## src/rtl/core/rwcp_pkg.sv

```systemverilog
// Shared types and constants for the RIFF/WAVE chunk header parser.
`timescale 1ns / 1ps
`default_nettype none

package rwcp_pkg;

  typedef enum logic [1:0] {
    PH_RIFF   = 2'd0,
    PH_HEADER = 2'd1,
    PH_FMT    = 2'd2,
    PH_SKIP   = 2'd3
  } phase_t;

  typedef struct packed {
    phase_t      phase;
    logic [3:0]  shift;
    logic [31:0] tag;
    logic [31:0] size;
    logic [32:0] skip;
    logic [31:0] pos;
    logic        fmt_seen;
    logic        decided;
  } state_t;

  typedef struct packed {
    logic        valid;
    logic        ok;
    logic [31:0] offset;
    logic [31:0] length;
  } res_t;

  localparam logic [1:0] REG_BUFFER_LENGTH = 2'd0;
  localparam logic [1:0] REG_EXPECTED_RATE = 2'd1;

  localparam logic [31:0] BUFFER_LENGTH_RST = 32'd512;
  localparam logic [31:0] EXPECTED_RATE_RST = 32'd16000;

  localparam state_t STATE_RST = '{
    phase:    PH_RIFF,
    shift:    4'd0,
    tag:      32'd0,
    size:     32'd0,
    skip:     33'd0,
    pos:      32'd0,
    fmt_seen: 1'b0,
    decided:  1'b0
  };

endpackage

`default_nettype wire

```

## src/rtl/core/rwcp_step.sv

```systemverilog
// Per-byte next-state and result logic of the RIFF/WAVE chunk header parser.
`timescale 1ns / 1ps
`default_nettype none

module rwcp_step (
  input  wire rwcp_pkg::state_t cur,
  input  wire logic [7:0]       byte_value,
  input  wire logic             start_flag,
  input  wire logic [31:0]      buffer_length,
  input  wire logic [31:0]      expected_rate_hz,
  output rwcp_pkg::state_t      nxt,
  output rwcp_pkg::res_t        res
);
  import rwcp_pkg::*;

  localparam logic [31:0] TAG_FMT  = 32'h666D7420;
  localparam logic [31:0] TAG_DATA = 32'h64617461;

  function automatic logic [7:0] riff_byte(input logic [3:0] k);
    logic [7:0] v;
    v = 8'h00;
    case (k)
      4'd0:  v = 8'h52;
      4'd1:  v = 8'h49;
      4'd2:  v = 8'h46;
      4'd3:  v = 8'h46;
      4'd8:  v = 8'h57;
      4'd9:  v = 8'h41;
      4'd10: v = 8'h56;
      4'd11: v = 8'h45;
      default: v = 8'h00;
    endcase
    return v;
  endfunction

  state_t      s;
  logic [31:0] tag_w;
  logic [31:0] size_w;
  logic [32:0] skip_dec;
  logic        chk;
  logic [7:0]  exp_b;
  logic        fail;
  logic        ok;
  logic        at_end;

  assign at_end = ({1'b0, s.pos} + 33'd1) >= {1'b0, buffer_length};

  always_comb begin
    s        = start_flag ? STATE_RST : cur;
    nxt      = s;
    fail     = 1'b0;
    ok       = 1'b0;
    tag_w    = (s.shift == 4'd0) ? 32'd0 : s.tag;
    size_w   = (s.shift == 4'd0) ? 32'd0 : s.size;
    skip_dec = (s.skip != 33'd0) ? s.skip - 33'd1 : s.skip;
    chk      = 1'b0;
    exp_b    = 8'h00;

    if (s.shift < 4'd4) begin
      tag_w = {tag_w[23:0], byte_value};
    end else begin
      case (s.shift[1:0])
        2'd0:    size_w[7:0]   = size_w[7:0]   | byte_value;
        2'd1:    size_w[15:8]  = size_w[15:8]  | byte_value;
        2'd2:    size_w[23:16] = size_w[23:16] | byte_value;
        default: size_w[31:24] = size_w[31:24] | byte_value;
      endcase
    end

    case (s.shift)
      4'd0:  begin chk = 1'b1; exp_b = 8'd1; end
      4'd1:  begin chk = 1'b1; exp_b = 8'd0; end
      4'd2:  begin chk = 1'b1; exp_b = 8'd1; end
      4'd3:  begin chk = 1'b1; exp_b = 8'd0; end
      4'd4:  begin chk = 1'b1; exp_b = expected_rate_hz[7:0];   end
      4'd5:  begin chk = 1'b1; exp_b = expected_rate_hz[15:8];  end
      4'd6:  begin chk = 1'b1; exp_b = expected_rate_hz[23:16]; end
      4'd7:  begin chk = 1'b1; exp_b = expected_rate_hz[31:24]; end
      4'd14: begin chk = 1'b1; exp_b = 8'd16; end
      4'd15: begin chk = 1'b1; exp_b = 8'd0;  end
      default: begin chk = 1'b0; exp_b = 8'd0; end
    endcase

    if (!s.decided) begin
      unique case (s.phase)
        PH_RIFF: begin
          if ((s.shift < 4'd4 || s.shift >= 4'd8) && byte_value != riff_byte(s.shift)) begin
            fail = 1'b1;
          end else if (s.shift >= 4'd11) begin
            nxt.shift = 4'd0;
            nxt.phase = PH_HEADER;
          end else begin
            nxt.shift = s.shift + 4'd1;
          end
        end
        PH_HEADER: begin
          nxt.tag  = tag_w;
          nxt.size = size_w;
          if (s.shift < 4'd7) begin
            nxt.shift = s.shift + 4'd1;
          end else if (tag_w == TAG_FMT) begin
            if (size_w < 32'd16 || size_w > buffer_length) begin
              fail = 1'b1;
            end else begin
              nxt.shift = 4'd0;
              nxt.skip  = {1'b0, size_w - 32'd16} + {32'd0, size_w[0]};
              nxt.phase = PH_FMT;
            end
          end else if (tag_w == TAG_DATA) begin
            if (!s.fmt_seen || size_w == 32'd0) begin
              fail = 1'b1;
            end else begin
              ok = 1'b1;
            end
          end else if (size_w > buffer_length) begin
            fail = 1'b1;
          end else begin
            nxt.shift = 4'd0;
            nxt.skip  = {1'b0, size_w} + {32'd0, size_w[0]};
            nxt.phase = (size_w == 32'd0) ? PH_HEADER : PH_SKIP;
          end
        end
        PH_FMT: begin
          if (chk && exp_b != byte_value) begin
            fail = 1'b1;
          end else if (s.shift == 4'd15) begin
            nxt.fmt_seen = 1'b1;
            nxt.shift    = 4'd0;
            nxt.phase    = (s.skip == 33'd0) ? PH_HEADER : PH_SKIP;
          end else begin
            nxt.shift = s.shift + 4'd1;
          end
        end
        PH_SKIP: begin
          nxt.skip = skip_dec;
          if (skip_dec == 33'd0) begin
            nxt.shift = 4'd0;
            nxt.phase = PH_HEADER;
          end
        end
      endcase

      if (!ok && !fail && at_end) begin
        fail = 1'b1;
      end
      if (ok || fail) begin
        nxt.decided = 1'b1;
      end else begin
        nxt.pos = s.pos + 32'd1;
      end
    end

    res.valid  = ok | fail;
    res.ok     = ok;
    res.offset = ok ? s.pos + 32'd1 : 32'd0;
    res.length = ok ? size_w : 32'd0;
  end

endmodule

`default_nettype wire

```

## src/rtl/core/riff_wav_chunk_parser_core.sv

```systemverilog
// Top level of the RIFF/WAVE chunk header parser: stream ports, registers, result stage.
//
//   channel  direction  tdata                                 tuser
//   in_      slave      [7:0] byte_value                      start_flag
//   out_     master     [31:0] data_offset, [63:32] data_length  parse_ok
//   cfg_     slave      cfg_index selects register, cfg_data holds the value
//
// One byte per cycle while in_tready is high: each transaction is parsed in the cycle it is taken.
// A result is registered at the edge that takes its byte and shows on out_ in the next cycle.
// The output register drains in the same cycle a new byte is taken, so a stall
// on out_ only holds in_ while a result is actually waiting.
// Reset returns both registers to 512 and 16000 and the parser to the RIFF tag.
`timescale 1ns / 1ps
`default_nettype none

module riff_wav_chunk_parser_core (
  input  wire logic        clk,
  input  wire logic        rst_n,
  input  wire logic        in_tvalid,
  output logic             in_tready,
  input  wire logic [7:0]  in_tdata,   // [7:0] byte_value
  input  wire logic        in_tuser,   // [0] start_flag
  output logic             out_tvalid,
  input  wire logic        out_tready,
  output logic [63:0]      out_tdata,  // [31:0] data_offset, [63:32] data_length
  output logic             out_tuser,  // [0] parse_ok
  input  wire logic        cfg_valid,
  output logic             cfg_ready,
  input  wire logic [1:0]  cfg_index,
  input  wire logic [31:0] cfg_data
);
  import rwcp_pkg::*;

  state_t      state_r;
  state_t      state_nxt;
  res_t        res;
  logic [31:0] buffer_length_r;
  logic [31:0] expected_rate_r;
  logic        out_tvalid_r;
  logic        out_tvalid_nxt;
  logic [63:0] out_tdata_r;
  logic        out_tuser_r;
  logic        in_accept;

  rwcp_step u_step (
    .cur              (state_r),
    .byte_value       (in_tdata),
    .start_flag       (in_tuser),
    .buffer_length    (buffer_length_r),
    .expected_rate_hz (expected_rate_r),
    .nxt              (state_nxt),
    .res              (res)
  );

  assign in_tready = !out_tvalid_r || out_tready;
  assign in_accept = in_tvalid && in_tready;
  assign cfg_ready = 1'b1;

  assign out_tvalid = out_tvalid_r;
  assign out_tdata  = out_tdata_r;
  assign out_tuser  = out_tuser_r;

  always_comb begin
    if (in_accept) begin
      out_tvalid_nxt = res.valid;
    end else begin
      out_tvalid_nxt = out_tvalid_r && !out_tready;
    end
  end

  always_ff @(posedge clk) begin
    if (!rst_n) begin
      state_r         <= STATE_RST;
      out_tvalid_r    <= 1'b0;
      buffer_length_r <= BUFFER_LENGTH_RST;
      expected_rate_r <= EXPECTED_RATE_RST;
    end else begin
      out_tvalid_r <= out_tvalid_nxt;
      if (in_accept) begin
        state_r <= state_nxt;
      end
      if (cfg_valid) begin
        case (cfg_index)
          REG_BUFFER_LENGTH: buffer_length_r <= cfg_data;
          REG_EXPECTED_RATE: expected_rate_r <= cfg_data;
          default: ;
        endcase
      end
    end
  end

  always_ff @(posedge clk) begin
    if (in_accept && res.valid) begin
      out_tdata_r <= {res.length, res.offset};
      out_tuser_r <= res.ok;
    end
  end

  a_decided_silent: assert property (@(posedge clk) disable iff (!rst_n)
    in_accept && state_r.decided && !in_tuser |-> !res.valid)
    else $error("result raised after the buffer was already decided");

  a_result_marks_decided: assert property (@(posedge clk) disable iff (!rst_n)
    in_accept && res.valid |=> state_r.decided && out_tvalid_r)
    else $error("result not registered or buffer not marked decided");

  a_ok_has_length: assert property (@(posedge clk) disable iff (!rst_n)
    out_tvalid_r && out_tuser_r |-> out_tdata_r[63:32] != 32'd0)
    else $error("success reported with an empty data chunk");

  a_fail_zero_payload: assert property (@(posedge clk) disable iff (!rst_n)
    out_tvalid_r && !out_tuser_r |-> out_tdata_r == 64'd0)
    else $error("failure reported with non-zero offset or length");

endmodule

`default_nettype wire

```

## config.mk

```make
export PLATFORM = sky130hd
export DESIGN_NAME = riff_wav_chunk_parser_core
export DESIGN_NICKNAME = d
export VERILOG_FILES = /design/src/rtl/core/rwcp_pkg.sv /design/src/rtl/core/rwcp_step.sv /design/src/rtl/core/riff_wav_chunk_parser_core.sv
export SDC_FILE = /design/constraint.sdc
export NUM_CORES = 1
export LEC_CHECK = 0
export BUFFER_PORTS_ARGS = -buffer_cell sky130_fd_sc_hd__buf_4
export CAP_MARGIN = 10
export CORE_ASPECT_RATIO = 0.6
export CORE_MARGIN = 1
export CORE_UTILIZATION = 30
export DETAILED_ROUTE_END_ITERATION = 7
export PLACE_DENSITY = 0.56
export SYNTH_ARGS = -nofsm -noshare
export SYNTH_HDL_FRONTEND = slang
export SYNTH_HIERARCHICAL = 1
export SYNTH_SLANG_ARGS = --single-unit
```

## constraint.sdc

```tcl
create_clock -name clk -period 21.3 [get_ports clk]
set_input_delay 3.195 -clock clk [delete_from_list [all_inputs] [get_ports clk]]
set_output_delay 3.195 -clock clk [all_outputs]
set_load 0.005 [all_outputs]
```

**After elaboration in Yosys (flattened, before gate mapping)**

Memory sizes are Yosys's and may differ from the RTL's.
Index checks and enable logic that the tools add are counted.

- Bits in registers: 267
- Latch bits: 0
- RAM bits: 0
- ROM bits: 96
- Input bits: 48
- Output and inout port bits: 68
- Logic and storage cells: 146
- Memories kept: 1

- Add/subtract/negate cells: 7
- $mul: 0
- Div/mod/pow operators: 0
- Order comparisons: 7
- Equality and inequality tests: 19
- Shift operators: 0
- Muxes and demuxes: 64
- Bitwise gates (word level): 5
- Reduce and logical (&&, ||, !) cells: 30

Memory list:

| memory | words | width | rd ports | clocked after memory_dff | wr ports | line | RTL |
|---|---|---|---|---|---|---|---|
| (name not given) | 16 | 6 | 1 | 0 | 0 | rwcp_step.sv:22 | `case (k)` |

Operators with widths:

| cell | number |
|---|---|
| 137-bit two-way mux | 2 |
| 33-bit two-way mux | 6 |
| 32-bit two-way mux | 5 |
| 32-bit by 1-bit adder with 33-bit output | 2 |
| 33-bit zero test | 2 |
| 33-bit one-hot mux with 2 select lines | 1 |
| 32-bit by 31-bit == test with 1-bit output (second input constant) | 2 |
| 64-bit two-way mux | 1 |
| 8-bit two-way mux | 6 |
| 8-bit one-hot mux with 6 select lines | 1 |
| 6-bit two-way mux | 7 |
| 32-bit by 1-bit adder with 33-bit output (second input constant) | 1 |
| 33-bit by 32-bit greater-or-equal comparator with 1-bit output | 1 |
| 33-bit nonzero test | 1 |
| 33-bit by 1-bit subtractor with 33-bit output (second input constant) | 1 |
| 32-bit by 1-bit adder with 32-bit output (second input constant) | 1 |
| 32-bit greater-than comparator | 1 |
| 32-bit zero test | 1 |
| 32-bit by 5-bit less-than comparator with 1-bit output (second input constant) | 1 |
| 8-bit bitwise OR | 4 |
| 32-bit by 5-bit subtractor with 32-bit output (second input constant) | 1 |
| 1-bit two-way mux | 25 |
| 6-bit one-hot mux with 4 select lines | 1 |
| 4-bit by 3-bit == test with 1-bit output (second input constant) | 4 |
| 22 further kinds | 54 |

**Logic depth before layout (Yosys ltp)**

- Word-level depth: 22
- Mapped depth: 34
- Depth with buffers taken out: 26

**Modules after synthesis**

Netlist, hierarchy kept.

Modules (own cells, without submodules):

| module | times used | cells an instance | area each (µm²) | sequential area each (µm²) |
|---|---|---|---|---|
| rwcp_step | 1 | 1,873 | 11,268.3 | 0.0 |
| riff_wav_chunk_parser_core | 1 | 916 | 9,745.6 | 5,995.8 |

**Worst setup path after synthesis**

No wires, ideal clock.

- Path type: input port to flip-flop
- Start point: input port in_tuser
- End point: register out_tdata_r[0], in the netlist out_tdata[0] (enable)
- Setup time: 496 ps
- Arrival time: 10,930 ps
- Data required time: 20,804 ps
- Setup slack: 9,873 ps
- Stages on the path: 29
- Path buffers: 9
- Cells stage by stage: buf_2 buf_2 buf_2 buf_1 clkbuf_1 clkbuf_1 clkbuf_1 clkbuf_1 buf_1 nor2_1 ha_1 and3_1 nand3_1 nor2_1 nand4_1 nor2b_1 and2_1 xnor2_1 nor2_1 ha_1 nand4_1 nor3_1 a31o_2 a41oi_1 nand4b_1 a211oi_1 nor2_1 nand2_1 nor2b_1

RTL lines:

| what | line | RTL |
|---|---|---|
| start: declaration | riff_wav_chunk_parser_core.sv:22 | `input wire logic in_tuser,` |
| end signal: assignment | riff_wav_chunk_parser_core.sv:94 | `out_tdata_r <= {res.length, res.offset};` |
| end: declaration | riff_wav_chunk_parser_core.sv:41 | `logic [63:0] out_tdata_r;` |

==> summary.txt <==
Synth
  – Post-synthesis xor/xnor area fraction: 0.05662
  – Mux contribution to synthesized area: 0.07693
  – Main combinational cell family by area after synthesis: simple AND/OR/NAND/NOR gates
  – Adder-cell area share of the yosys netlist: 0.04466
  – Sequential-to-total area share from yosys stat: 0.2853
  – Syn_area_per_cell: 7.535 sq um
  – Synth Area in Compound Gates: 0.1943
  – Synth Cell Area: 21010 sq um
  – Mapped Nets: 2912
  – Synth unique cells: 103
  – Simple-Gate Fraction of Synth Area: 0.2784
  – Post-synth EDFFs: 65
  – Post-Synthesis Cells: 2789
  – Main flop type after synthesis: dfxtp_1
  – Synth warn: 6
  – Yosys reg bits: 267
  – Async S/R FF share, synth: 0

STA
  – Period utilization: 0.5101
  – Slew margin rel.: 0.09642
  – Worst-Margin Slew: 1.350 ns
  – Clk_skew: 0.03882 ns
  – Total negative slack: 0 ns
  – Period minus WS final: 10.86 ns
  – Max frequency: 92.04 MHz
  – Setup-failing EPs final: 0
  – Count of final hold-check violations: 0
  – Unrepaired setup endpoints after global routing: false
  – Smallest hold slack: 0.4580 ns
  – Slew Limit Fails: 0

Power and ir drop
  – Peak VDD IR: 0.00006970 V
  – Internal: 868.5 uW
  – Sequential power share: 0.444
  – LEAKAGE: 0.008701 uW
  – PD cells: 51.92 nW/um^2
  – Logic pwr share: 0.112
  – Sw Pwr: 344.2 uW
  – Clock share of power: 0.444
  – Sw frac: 0.2838

CTS
  – CTS tree: done
  – CTS Hold Bufs: 0
  – Htree depth: 1
  – Resized cells post-CTS: 0
  – Buffer count from post-CTS setup fixing: 0
  – Clk Latency, worst-skew pair: 0.64 ns
  – Clock Path Buffers: 3
  – Worst-path clk slew: 0.07 ns
  – Clk sinks: 267
  – CTS buffer count: 29
  – Clk root buf: clkbuf_16

GRT
  – Vias in the first global route: 19188
  – Initial antenna violation count: 4
  – Pin count of the biggest net entering global routing: 229
  – First-pass GRT wire length: 127200 um
  – Gr ovfl total: 0
  – Total Routing Usage GR: 0.2351

Final layout
  – Most frequent cells in the layout: nand2_1 (496), nor2_1 (237), dfxtp_1 (202), o21ai_0 (158), mux2i_1 (157)
  – Area of the multi-input gates: 13700 sq um
  – Share of layout cells above drive strength 1: 0.09554
  – Syn-to-layout area delta: 11.15%
  – Sequential Area: 5996 sq um
  – Layout Utilization: 0.3404
  – Commonest non-fill, non-tap cell in the layout: nand2_1
  – Fill cell count: 7283
  – Final net count: 2905

Detailed routing
  – DRC viols: 0
  – Routed Antenna Nets: 0
  – WL/cell: 23.22 um
  – Via/cell ratio: 5.751
  – Via count: 21407
  – Routed WL: 86420 um
  – Pre-antenna DRT Iters: 7
  – 1st-iter DRT viols: 2850

Critical path
  – Crit-path max FO: 118
  – CP delay by family, top: simple AND/OR/NAND/NOR gates
  – R2R Setup Slk: 13.10 ns
  – WP data arrival: 11.40 ns
  – Worst-path cell chain: buf_6 > buf_12 > inv_2 > nand2_1 > ha_1 > buf_4 > or3b_1 > a32oi_1 > inv_1 > ha_1 > nand4_1 > nor4_1 > nand2b_1 > a21oi_1 > a21oi_1 > nand3_1 > and2_1 > a211o_1 > nor2_1 > inv_2 > or3_1 > a21oi_1 > nand2_1 > mux2i_1
  – Crit path buffers/inverters: 6
  – Max stage delay on crit path: 0.63 ns
  – Setup Crit Path Kind: in -> reg
  – Worst path slowest cell: nor2_1
  – Crit end category: flip-flop
  – Most frequent cell on the critical path: a21oi_1
  – Worst Path Required: 21.83 ns
  – CP startpoint kind: primary input

Floorplan
  – Die ar.: 71140 sq um
  – # rows: 74
  – # IOs: 116
  – Die Wd: 343.7 um
  – Core ar.: 68610 sq um
  – Initial core utilization: 0.3063
  – Die H: 207.0 um

Run status
  – Status: finished, final reports clean

Place
  – Post-DP HPWL: 64380 um
  – I/O Buffers: 114
  – GPL Wtd Cong: 1.009

Hold path
  – Min-Delay Path Class: reg -> reg

Job
  – Max-cap violation count: 0
cells by family after synthesis:
kind of cell / Yosys count
xor gates and xnor gates: 135
buffers and inverters: 285
muxes: 161
DFF: 267
AOI/OAI and AO/OA: 627
adders and majority gates: 75
and+or+nand+nor: 1238
other: 1
metal layers:
layer,vias to the layer above,GRT usage,wire [um],part of all wire
li1,9945,-,-,-
met1,10198,0.3554,40260,0.47
met2,1157,0.2995,32210,0.37
met3,103,0.1021,12420,0.14
met4,4,0.04337,1494,0.017
met5,-,0,34,0.00039
sequential cells by signal, indices dropped and copies added, names as in the netlist:
| name | flops |
|---|---|
| buffer_length_r | 32 |
| expected_rate_r | 32 |
| out_tdata | 64 |
| out_tuser | 1 |
| out_tvalid | 1 |
| state_r | 137 |
power groups by stage:
| stage | combinational, uW | sequential (uW) | clock (uW) |
|---|---|---|---|
| 2_1_floorplan | 82.2 | 549 | 0 |
| 3_3_place_gp | 132 | 550 | 0 |
| 3_5_place_dp | 132 | 550 | 0 |
| 4_1_cts | 132 | 539 | 548 |
| 5_1_grt | 143 | 539 | 568 |
| 6_report | 135 | 538 | 539 |
tightest hold or removal path, cell delays in order, from the launching register on:
cell and delay [ns]:
dfxtp_1 0.31, nand2_1 0.05, mux2i_1 0.06
metrics by stage:
stage / power [uW] / cells / area, sq um / worst slack (ns)
2_1_floorplan: 630.9 / 2789 / 21010 / 9.873
3_3_place_gp: 682.3 / 3663 / 22390 / 10.28
3_5_place_dp: 681.7 / 3663 / 22390 / 10.07
4_1_cts: 1219 / 3717 / 23340 / 10.71
5_1_grt: 1251 / 3717 / 23340 / 9.958
6_report: 1213 / 3722 / 23360 / 10.44
worst paths after layout:
check / from / endpoint / cells after the start
max: in_tuser / state_r[15]$_SDFFE_PN0P_ / 24
min: state_r[80]$_SDFFE_PN0P_ / state_r[80]$_SDFFE_PN0P_ / 2
max reg2reg: state_r[132]$_SDFFE_PN0P_ / state_r[15]$_SDFFE_PN0P_ / 22
min reg2reg: state_r[80]$_SDFFE_PN0P_ / state_r[80]$_SDFFE_PN0P_ / 2
Yosys cell counts (all sizes together) (6+ instances only):
cell type | n | share of area
nor3 | 86 | 0.021
nor4 | 34 | 0.011
mux2i | 157 | 0.075
nor2 | 239 | 0.043
inv | 87 | 0.016
and2 | 16 | 0.0049
or2 | 7 | 0.0021
and4 | 7 | 0.0029
and3 | 20 | 0.0060
a2111oi | 6 | 0.0043
a22o | 12 | 0.0050
o211ai | 20 | 0.0071
o21a | 11 | 0.0039
a222oi | 7 | 0.0033
nand2 | 498 | 0.089
nand3 | 126 | 0.030
xor2 | 43 | 0.018
nor3b | 31 | 0.011
dfxtp | 202 | 0.19
a31oi | 25 | 0.0074
nand2b | 18 | 0.0057
clkbuf | 134 | 0.024
nor2b | 56 | 0.017
or3 | 18 | 0.0054
a22oi | 24 | 0.0095
o31ai | 19 | 0.0068
o22ai | 18 | 0.0057
ha | 75 | 0.045
nand4 | 42 | 0.013
xnor2 | 92 | 0.038
a211oi | 16 | 0.0057
a221oi | 8 | 0.0033
edfxtp | 65 | 0.093
o21ai | 191 | 0.045
o221ai | 9 | 0.0038
or3b | 9 | 0.0038
a21oi | 150 | 0.036
a21boi | 8 | 0.0029
buf | 61 | 0.024
a21o | 28 | 0.010
or4 | 14 | 0.0055
layout make-up:
class                           instances  area share
Inverter                               90     0.01446
Sequential cell                       267      0.2567
Clock buffer                           36     0.03262
Clock inverter                         18    0.008303
Antenna cell                            5   0.0005357
Tap cell                              912     0.04886
Multi-Input combinational cell       2237      0.5865
Timing Repair Buffer                  157     0.05202
Power figures use the tool's default switching activity.
